==> src/hdl/cts_pkg.sv <==
// ----------------------------------------------------------------------------
// Calculator token scanner package
// Token kinds and the structs passed between the scanner front, the
// descriptor queue and the emitter back.
// ----------------------------------------------------------------------------
package cts_pkg;

  localparam int LEN_W = 6;
  localparam int KIND_W = 4;
  localparam int Q_DEPTH = 2;
  localparam int Q_PTR_W = 1;
  localparam int Q_CNT_W = 2;

  typedef logic [KIND_W-1:0] kind_t;

  localparam kind_t KIND_NUMBER   = 4'd0;
  localparam kind_t KIND_OPERATOR = 4'd1;
  localparam kind_t KIND_SIN      = 4'd2;
  localparam kind_t KIND_COS      = 4'd3;
  localparam kind_t KIND_EXP      = 4'd4;
  localparam kind_t KIND_POW      = 4'd5;
  localparam kind_t KIND_VAR_SET  = 4'd6;
  localparam kind_t KIND_VAR_GET  = 4'd7;
  localparam kind_t KIND_UNKNOWN  = 4'd8;

  typedef struct packed {
    logic             has_run;
    logic             bank;
    logic [LEN_W-1:0] len;
    kind_t            kind;
    logic             trunc;
    logic             has_op;
    logic [7:0]       op_ch;
  } desc_t;

  typedef struct packed {
    logic             en;
    logic             bank;
    logic [LEN_W-1:0] idx;
    logic [7:0]       data;
  } wr_t;

  typedef struct packed {
    logic en;
    logic bank;
  } release_t;

endpackage

==> src/hdl/calculator_token_scanner.sv <==
// Throughput: one character per cycle in while the input is not stalled; out,
// each run is sent as a descriptor load, then one bank read per cycle while
// the result register is free or popped, then any trailing operator.
// Input stalls while the bank a new token would start in still holds an
// unsent run, or while a descriptor is due and the queue is full.
// Reset: synchronous; clears the scan mode, length, flags, queue, result valid.
// ----------------------------------------------------------------------------
// Calculator token scanner
// Splits a character stream into number, operator, function and variable
// tokens and sends each token's text as a tagged run.
// ----------------------------------------------------------------------------
module calculator_token_scanner #(
  parameter int MAX_TOKEN = 32
) (
  input  logic       clk,
  input  logic       rst,
  input  logic [7:0] ch,
  input  logic       push,
  output logic       full,
  output logic [7:0] text_char,
  output logic [3:0] kind,
  output logic       last,
  output logic       truncated,
  output logic       empty,
  input  logic       pop
);

  cts_pkg::desc_t    f_desc;
  logic              f_push;
  logic              q_full;
  cts_pkg::desc_t    q_data;
  logic              q_empty;
  logic              q_pop;
  cts_pkg::wr_t      wr;
  cts_pkg::release_t rel;

  cts_front #(.MAX_TOKEN(MAX_TOKEN)) u_front (
    .clk       (clk),
    .rst       (rst),
    .ch        (ch),
    .push      (push),
    .full      (full),
    .desc      (f_desc),
    .desc_push (f_push),
    .q_full    (q_full),
    .wr        (wr),
    .rel       (rel)
  );

  cts_queue u_queue (
    .clk   (clk),
    .rst   (rst),
    .push  (f_push),
    .din   (f_desc),
    .full  (q_full),
    .pop   (q_pop),
    .dout  (q_data),
    .empty (q_empty)
  );

  cts_back #(.MAX_TOKEN(MAX_TOKEN)) u_back (
    .clk       (clk),
    .rst       (rst),
    .q_data    (q_data),
    .q_empty   (q_empty),
    .q_pop     (q_pop),
    .wr        (wr),
    .rel       (rel),
    .pop       (pop),
    .empty     (empty),
    .text_char (text_char),
    .kind      (kind),
    .last      (last),
    .truncated (truncated)
  );

endmodule

==> src/hdl/cts_front.sv <==
// ----------------------------------------------------------------------------
// Token scanner front
// Takes characters, tracks the scan mode, writes token text into one of two
// buffer banks and posts a descriptor for each closed run and operator.
// ----------------------------------------------------------------------------
module cts_front #(
  parameter int MAX_TOKEN = 32
) (
  input  logic              clk,
  input  logic              rst,
  input  logic [7:0]        ch,
  input  logic              push,
  output logic              full,
  output cts_pkg::desc_t    desc,
  output logic              desc_push,
  input  logic              q_full,
  output cts_pkg::wr_t      wr,
  input  cts_pkg::release_t rel
);

  localparam logic [2:0] MODE_IDLE = 3'd0;
  localparam logic [2:0] MODE_SIGN = 3'd1;
  localparam logic [2:0] MODE_INT  = 3'd2;
  localparam logic [2:0] MODE_FRAC = 3'd3;
  localparam logic [2:0] MODE_WORD = 3'd4;

  localparam logic [7:0] CH_SPACE = 8'h20;
  localparam logic [7:0] CH_TAB   = 8'h09;
  localparam logic [7:0] CH_DOT   = 8'h2e;
  localparam logic [7:0] CH_PLUS  = 8'h2b;
  localparam logic [7:0] CH_MINUS = 8'h2d;
  localparam logic [7:0] CH_CASE  = 8'h20;

  localparam logic [23:0] KW_SIN = "SIN";
  localparam logic [23:0] KW_COS = "COS";
  localparam logic [23:0] KW_EXP = "EXP";
  localparam logic [23:0] KW_POW = "POW";

  localparam logic [cts_pkg::LEN_W-1:0] LEN_MAX = cts_pkg::LEN_W'(MAX_TOKEN);

  function automatic logic is_upper(input logic [7:0] c);
    return (c inside {["A":"Z"]});
  endfunction

  function automatic logic is_lower(input logic [7:0] c);
    return (c inside {["a":"z"]});
  endfunction

  function automatic logic [7:0] to_upper(input logic [7:0] c);
    return is_lower(c) ? c - CH_CASE : c;
  endfunction

  logic                      in_valid;
  logic [7:0]                in_ch;
  logic [2:0]                mode;
  logic [cts_pkg::LEN_W-1:0] len;
  logic                      ovf;
  logic                      wbank;
  logic [1:0]                busy;
  logic [1:0]                busy_next;
  logic [7:0]                w0;
  logic [7:0]                w1;
  logic [7:0]                w2;

  logic                      dig;
  logic                      dot;
  logic                      alpha;
  logic                      skip;
  logic                      sign;
  logic                      cont;
  logic [2:0]                mode_cont;
  logic                      in_token;
  logic                      close;
  logic                      starts;
  logic [2:0]                start_mode;
  logic                      start;
  logic                      op;
  logic                      tgt_bank;
  logic                      need_push;
  logic                      go;
  logic                      room;
  cts_pkg::kind_t            word_kind;
  cts_pkg::kind_t            close_kind;
  logic [23:0]               word_up;

  assign dig   = (in_ch inside {["0":"9"]});
  assign dot   = (in_ch == CH_DOT);
  assign alpha = is_upper(in_ch) || is_lower(in_ch);
  assign skip  = (in_ch == CH_SPACE) || (in_ch == CH_TAB);
  assign sign  = (in_ch == CH_PLUS) || (in_ch == CH_MINUS);
  assign room  = (len < LEN_MAX);

  always_comb begin
    cont = 1'b0;
    mode_cont = MODE_IDLE;
    case (mode)
      MODE_SIGN: begin
        cont = dig || dot;
        mode_cont = dig ? MODE_INT : MODE_FRAC;
      end
      MODE_INT: begin
        cont = dig || dot;
        mode_cont = dot ? MODE_FRAC : MODE_INT;
      end
      MODE_FRAC: begin
        cont = dig;
        mode_cont = MODE_FRAC;
      end
      MODE_WORD: begin
        cont = alpha;
        mode_cont = MODE_WORD;
      end
      default: begin
        cont = 1'b0;
        mode_cont = MODE_IDLE;
      end
    endcase
  end

  always_comb begin
    starts = 1'b1;
    start_mode = MODE_IDLE;
    if (dig) begin
      start_mode = MODE_INT;
    end else if (dot) begin
      start_mode = MODE_FRAC;
    end else if (sign) begin
      start_mode = MODE_SIGN;
    end else if (alpha) begin
      start_mode = MODE_WORD;
    end else begin
      starts = 1'b0;
    end
  end

  assign word_up = {to_upper(w0), to_upper(w1), to_upper(w2)};

  always_comb begin
    word_kind = cts_pkg::KIND_UNKNOWN;
    if (ovf) begin
      word_kind = cts_pkg::KIND_UNKNOWN;
    end else if (len == cts_pkg::LEN_W'(1)) begin
      word_kind = is_upper(w0) ? cts_pkg::KIND_VAR_SET : cts_pkg::KIND_VAR_GET;
    end else if (len == cts_pkg::LEN_W'(3)) begin
      if (word_up == KW_SIN) word_kind = cts_pkg::KIND_SIN;
      else if (word_up == KW_COS) word_kind = cts_pkg::KIND_COS;
      else if (word_up == KW_EXP) word_kind = cts_pkg::KIND_EXP;
      else if (word_up == KW_POW) word_kind = cts_pkg::KIND_POW;
    end
  end

  always_comb begin
    case (mode)
      MODE_SIGN:           close_kind = cts_pkg::KIND_OPERATOR;
      MODE_INT, MODE_FRAC: close_kind = cts_pkg::KIND_NUMBER;
      default:             close_kind = word_kind;
    endcase
  end

  assign in_token  = (mode inside {MODE_SIGN, MODE_INT, MODE_FRAC, MODE_WORD});
  assign close     = in_token && !cont;
  assign start     = !cont && starts;
  assign op        = !cont && !skip && !starts;
  assign tgt_bank  = close ? ~wbank : wbank;
  assign need_push = close || op;
  assign go        = in_valid && !(need_push && q_full) && !(start && busy[tgt_bank]);
  assign full      = in_valid && !go;

  always_comb begin
    wr.en   = go && (start || (cont && room));
    wr.bank = start ? tgt_bank : wbank;
    wr.idx  = start ? '0 : len;
    wr.data = in_ch;
  end

  always_comb begin
    desc.has_run = close;
    desc.bank    = wbank;
    desc.len     = len;
    desc.kind    = close_kind;
    desc.trunc   = ovf;
    desc.has_op  = op;
    desc.op_ch   = in_ch;
    desc_push    = go && need_push;
  end

  always_comb begin
    busy_next = busy;
    if (rel.en) begin
      busy_next[rel.bank] = 1'b0;
    end
    if (go && close) begin
      busy_next[wbank] = 1'b1;
    end
  end

  always_ff @(posedge clk) begin
    if (rst) begin
      in_valid <= 1'b0;
      mode <= MODE_IDLE;
      len <= '0;
      ovf <= 1'b0;
      wbank <= 1'b0;
      busy <= '0;
    end else begin
      busy <= busy_next;
      if (push && !full) begin
        in_valid <= 1'b1;
      end else if (go) begin
        in_valid <= 1'b0;
      end
      if (go) begin
        if (cont) begin
          if (room) begin
            len <= len + cts_pkg::LEN_W'(1);
          end else begin
            ovf <= 1'b1;
          end
          mode <= mode_cont;
        end else begin
          if (close) begin
            wbank <= ~wbank;
          end
          ovf <= 1'b0;
          if (start) begin
            len <= cts_pkg::LEN_W'(1);
            mode <= start_mode;
          end else begin
            len <= '0;
            mode <= MODE_IDLE;
          end
        end
      end
    end
  end

  always_ff @(posedge clk) begin
    if (push && !full) begin
      in_ch <= ch;
    end
    if (wr.en) begin
      if (wr.idx == cts_pkg::LEN_W'(0)) w0 <= in_ch;
      if (wr.idx == cts_pkg::LEN_W'(1)) w1 <= in_ch;
      if (wr.idx == cts_pkg::LEN_W'(2)) w2 <= in_ch;
    end
  end

`ifndef SYNTHESIS
  a_release_busy: assert property (@(posedge clk) disable iff (rst)
    rel.en |-> busy[rel.bank]) else $error("release of an idle buffer bank");
  a_push_room: assert property (@(posedge clk) disable iff (rst)
    desc_push |-> !q_full) else $error("descriptor pushed into a full queue");
  a_write_free: assert property (@(posedge clk) disable iff (rst)
    wr.en |-> !busy[wr.bank]) else $error("write into a bank still being sent");
  a_len_bound: assert property (@(posedge clk) disable iff (rst)
    go && close |=> len <= cts_pkg::LEN_W'(1)) else $error("length not restarted");
`endif

endmodule

==> src/hdl/cts_queue.sv <==
// ----------------------------------------------------------------------------
// Descriptor queue
// Short queue of token descriptors between the scanner front and the
// emitter back.
// ----------------------------------------------------------------------------
module cts_queue (
  input  logic           clk,
  input  logic           rst,
  input  logic           push,
  input  cts_pkg::desc_t din,
  output logic           full,
  input  logic           pop,
  output cts_pkg::desc_t dout,
  output logic           empty
);

  cts_pkg::desc_t               entries [cts_pkg::Q_DEPTH];
  logic [cts_pkg::Q_PTR_W-1:0]  wr_ptr;
  logic [cts_pkg::Q_PTR_W-1:0]  rd_ptr;
  logic [cts_pkg::Q_CNT_W-1:0]  count;
  logic                         do_push;
  logic                         do_pop;

  assign full    = (count == cts_pkg::Q_CNT_W'(cts_pkg::Q_DEPTH));
  assign empty   = (count == '0);
  assign do_push = push && !full;
  assign do_pop  = pop && !empty;
  assign dout    = entries[rd_ptr];

  always_ff @(posedge clk) begin
    if (rst) begin
      wr_ptr <= '0;
      rd_ptr <= '0;
      count <= '0;
    end else begin
      if (do_push) wr_ptr <= wr_ptr + cts_pkg::Q_PTR_W'(1);
      if (do_pop) rd_ptr <= rd_ptr + cts_pkg::Q_PTR_W'(1);
      if (do_push && !do_pop) begin
        count <= count + cts_pkg::Q_CNT_W'(1);
      end else if (do_pop && !do_push) begin
        count <= count - cts_pkg::Q_CNT_W'(1);
      end
    end
  end

  always_ff @(posedge clk) begin
    if (do_push) begin
      entries[wr_ptr] <= din;
    end
  end

endmodule

==> src/hdl/cts_back.sv <==
// ----------------------------------------------------------------------------
// Token emitter back
// Holds the two token text banks, takes descriptors from the queue and
// sends each run, then any trailing operator, through the result register.
// ----------------------------------------------------------------------------
module cts_back #(
  parameter int MAX_TOKEN = 32
) (
  input  logic                   clk,
  input  logic                   rst,
  input  cts_pkg::desc_t         q_data,
  input  logic                   q_empty,
  output logic                   q_pop,
  input  cts_pkg::wr_t           wr,
  output cts_pkg::release_t      rel,
  input  logic                   pop,
  output logic                   empty,
  output logic [7:0]             text_char,
  output logic [cts_pkg::KIND_W-1:0] kind,
  output logic                   last,
  output logic                   truncated
);

  localparam int IW = $clog2(MAX_TOKEN);

  logic [7:0]     mem [2][MAX_TOKEN];
  cts_pkg::desc_t cur;
  logic           active;
  logic           op_phase;
  logic [IW-1:0]  idx;
  logic           out_valid;
  logic           can_load;
  logic           step;
  logic           run_last;

  assign can_load = !out_valid || pop;
  assign step     = active && can_load;
  assign run_last = (cts_pkg::LEN_W'(idx) + cts_pkg::LEN_W'(1) == cur.len);
  assign q_pop    = !active && !q_empty;
  assign empty    = !out_valid;

  always_comb begin
    rel.en   = step && !op_phase && run_last;
    rel.bank = cur.bank;
  end

  always_ff @(posedge clk) begin
    if (rst) begin
      active <= 1'b0;
      op_phase <= 1'b0;
      out_valid <= 1'b0;
    end else begin
      if (step) begin
        out_valid <= 1'b1;
      end else if (pop) begin
        out_valid <= 1'b0;
      end
      if (q_pop) begin
        active <= 1'b1;
        op_phase <= !q_data.has_run;
      end else if (step) begin
        if (op_phase) begin
          active <= 1'b0;
        end else if (run_last) begin
          if (cur.has_op) begin
            op_phase <= 1'b1;
          end else begin
            active <= 1'b0;
          end
        end
      end
    end
  end

  always_ff @(posedge clk) begin
    if (wr.en) begin
      mem[wr.bank][wr.idx[IW-1:0]] <= wr.data;
    end
    if (q_pop) begin
      cur <= q_data;
      idx <= '0;
    end else if (step && !op_phase) begin
      idx <= idx + IW'(1);
    end
    if (step) begin
      if (op_phase) begin
        text_char <= cur.op_ch;
        kind <= cts_pkg::KIND_OPERATOR;
        last <= 1'b1;
        truncated <= 1'b0;
      end else begin
        text_char <= mem[cur.bank][idx];
        kind <= cur.kind;
        last <= run_last;
        truncated <= cur.trunc;
      end
    end
  end

endmodule

==> config.mk <==
export PLATFORM = sky130hd
export DESIGN_NAME = calculator_token_scanner
export DESIGN_NICKNAME = d
export VERILOG_FILES = /design/src/hdl/cts_pkg.sv /design/src/hdl/calculator_token_scanner.sv /design/src/hdl/cts_front.sv /design/src/hdl/cts_queue.sv /design/src/hdl/cts_back.sv
export SDC_FILE = /design/constraint.sdc
export NUM_CORES = 1
export LEC_CHECK = 0
export ABC_AREA = 1
export CELL_PAD_IN_SITES_DETAIL_PLACEMENT = 1
export CELL_PAD_IN_SITES_GLOBAL_PLACEMENT = 1
export CORE_MARGIN = 2
export CORE_UTILIZATION = 56
export DETAILED_ROUTE_END_ITERATION = 10
export DONT_BUFFER_PORTS = 1
export HOLD_SLACK_MARGIN = 0.1
export PLACE_DENSITY_LB_ADDON = 0.1
export SETUP_SLACK_MARGIN = 0.5
export SLEW_MARGIN = 10
export SYNTH_ARGS = -nofsm -noshare
export SYNTH_HDL_FRONTEND = slang
export SYNTH_HIERARCHICAL = 1
export SYNTH_SLANG_ARGS = --single-unit
==> constraint.sdc <==
create_clock -name clk -period 9.8 [get_ports clk]
set_clock_uncertainty 0.15 [all_clocks]
set_input_delay 0.49 -clock clk [delete_from_list [all_inputs] [get_ports clk]]
set_output_delay 0.49 -clock clk [all_outputs]
set_load 0.01 [all_outputs]
==> summary.txt <==
Status
  – Status: finished clean

Yosys
  – Mean post-synth cell area: 11.5 um2
  – Syn_nets: 2416
  – Area of the mapped netlist: 27500 um2
  – Yosys synthesis warning count: 6
  – Gate Count Post-Synth: 2396

Placement
  – IO Port Bufs: 0
  – GP Congestion: 0.847
  – Post-place setup slack: 3.77 ns
  – Placement Cell Area: 27600 um2
  – Hpwl dp: 46100 um

GRT
  – First-pass GRT wire length: 117000 um
  – GRT Residual Overflow: 0
  – Largest net degree at the start of global routing: 157
  – Vias in the first global route: 19300
  – Initial antenna violation count: 0
  – All-Layer GR Usage: 0.309

CTS
  – H-Tree Depth: 3
  – Clock Latency Late Sink: 0.61 ns
  – CTS tree: done
  – Clock slew seen by the registers of the worst setup and hold paths: 0.06 ns
  – Max clock buf depth: 3
  – Setup bufs post-CTS: 0
  – TritonCTS Buffers: 68
  – Clock Root Buffer: clkbuf_16
  – Clock Sink Count: 651

Detailed routing
  – WL/cell: 25.2 um
  – Drc violations: 0
  – Final wirelength: 77400 um
  – Initial DRT Pass Iterations: 5
  – Initial DRC Count: 1700
  – Vias per cell: 6.07
  – DRT antenna net count: 0
  – Via count: 18700

Timing
  – Slew @ Worst Pin: 1.23 ns
  – Worst slew margin: 0.173
  – Tmin final: 6.18 ns
  – Endpoints failing setup: 0
  – Fmax: 162 MHz
  – Final Max Tran Viols: 0
  – Fin worst setup slack: 3.62 ns
  – Tcrit/Tclk final: 0.630
  – RSZ-0062 raised after global routing: false
  – Setup TNS: 0 ns
  – Hold Vio Cnt, Final: 0

Cells and area
  – Nets: 2382
  – Area delta synth->final: 8.48%
  – Post-route cell area: 29900 um2
  – ANT cells: 0
  – Fraction of layout cells with a size suffix above 1: 0.0800
  – Filler Cells Inserted: 4985

Job
  – Max-Cap Viols: 0

Power
  – Pwr per Cell Area: 274 nW/um2
  – Max VDD drop: 0.184 mV
  – Pleak: 10.6 nW

Setup path
  – Slowest CP cell: edfxtp_1
  – WP buf/inv: 3
  – CP Cell Sequence: buf_4, nand2_1, nand2_1, nand2_1, nand4_1, nand2_2, nor2_2, nand3_1, o21ai_4, buf_4, inv_2, nor3_1
  – Worst Setup End Kind: register
  – Critical path arrival: 6.25 ns
  – CP max FO: 53
  – Crit start category: register
  – Top cell family by delay on the critical path: simple AND/OR/NAND/NOR gates
  – Most used cell, CP: nand2_1
  – Critical setup path kind: register to register
  – CP Data Required Time: 9.88 ns
  – Slowest stage delay, CP: 1.09 ns

Hold path
  – Worst hold path type: register to register

Floorplanning
  – FP Rows: 81
  – Die width: 226 um
  – Die Ht: 226 um
  – Core footprint: 48700 um2
  – Initial core utilization: 0.564
  – Io pins: 28
  – Die area: 50900 um2
## power by group
group | leakage, nW | switching [W] | internal (W) | total [W]
logic | 3.74 | 0.00175 | 0.000595 | 0.00234
clock network | 1.03 | 0.00107 | 0.00140 | 0.00247
registers | 5.86 | 0.000144 | 0.00321 | 0.00335
## through the flow
stage,cells,hold slack (ns),total power (W),util
finish,3076,0.320,0.00817,0.612
global route,3076,0.338,0.00849,0.612
CTS,3076,0.328,0.00817,0.612
detailed placement,2945,0.311,0.00569,0.567
global placement,2945,0.299,0.00560,0.567
floorplan,2396,0.274,0.00501,-
## worst register-to-register path: stages, from the launching register on
cell	delay, ns
edfxtp_1	1.09
buf_4	0.68
nand2_1	0.18
nand2_1	0.14
nand2_1	0.08
nand4_1	0.23
nand2_2	0.14
nor2_2	0.60
nand3_1	0.24
o21ai_4	0.10
buf_4	0.51
inv_2	0.58
nor3_1	1.09
## metal layers
layer	vias up	GRT usage	wire, um
met5	-	0	0
met4	0	0.126	2730
met1	9497	0.407	31400
met2	714	0.519	38600
met3	161	0.0440	4650
li1	8302	-	-
## flip-flops by register name (all words and copies together), names as in the netlist, 2 cells and up, named ones only
signal,count
u_queue/count,2
u_front/w2,8
u_front/busy,2
u_back/mem,512
u_front/w1,8
u_front/w0,8
u_back/kind,4
u_front/in_ch,8
u_back/cur,20
u_queue/entries,44
u_front/len,6
u_back/text_char,8
u_back/idx,5
u_front/mode,3
## cell type report
class | instances | area, um2 | share of cell area
well taps | 664 | 831 | 0.0278
clock inverters | 36 | 304 | 0.0102
multi-input cells | 1501 | 6960 | 0.233
flip-flops and latches | 651 | 19300 | 0.646
clock buffers | 84 | 1780 | 0.0597
repair buffers | 35 | 290 | 0.00972
inverters | 105 | 402 | 0.0135
## final timing paths
path,cells after the start,startpoint,slack (ns),end
worst max-delay path,12,u_front/in_ch[3]$_DFFE_PP_,3.62,u_back/mem[1][146]$_DFFE_PP_
worst max register to register,12,u_front/in_ch[3]$_DFFE_PP_,3.62,u_back/mem[1][146]$_DFFE_PP_
worst min register to register,2,u_front/mode[2]$_SDFFE_PP0P_,0.32,u_front/mode[2]$_SDFFE_PP0P_
worst min-delay path,2,u_front/mode[2]$_SDFFE_PP0P_,0.32,u_front/mode[2]$_SDFFE_PP0P_
## layout by cell type (no fill, tap or decap), drive strengths merged
cell type	instances
inv	108
a2111oi	1
a21boi	5
ha	8
o211ai	4
nand2	714
edfxtp	623
and2	1
nor2	102
a31oi	1
nor3b	1
a211oi	1
o21a	1
clkbuf	84
nor3	57
buf	24
mux2	22
o21ai	20
dfxtp	28
or2	4
nor4	1
dlygate4sd3	11
clkinv	28
xor2	3
xnor2	1
bufinv	4
o21bai	2
nand4	20
a21oi	43
nand3	486
nand3b	3
clkinvlp	1
## what timing repair did
item,4_1_cts,5_1_grt
endpoints found under the hold margin,30,0
resized for setup,0,0
hold buffers,11,0
(Power assumes the default switching activity.)
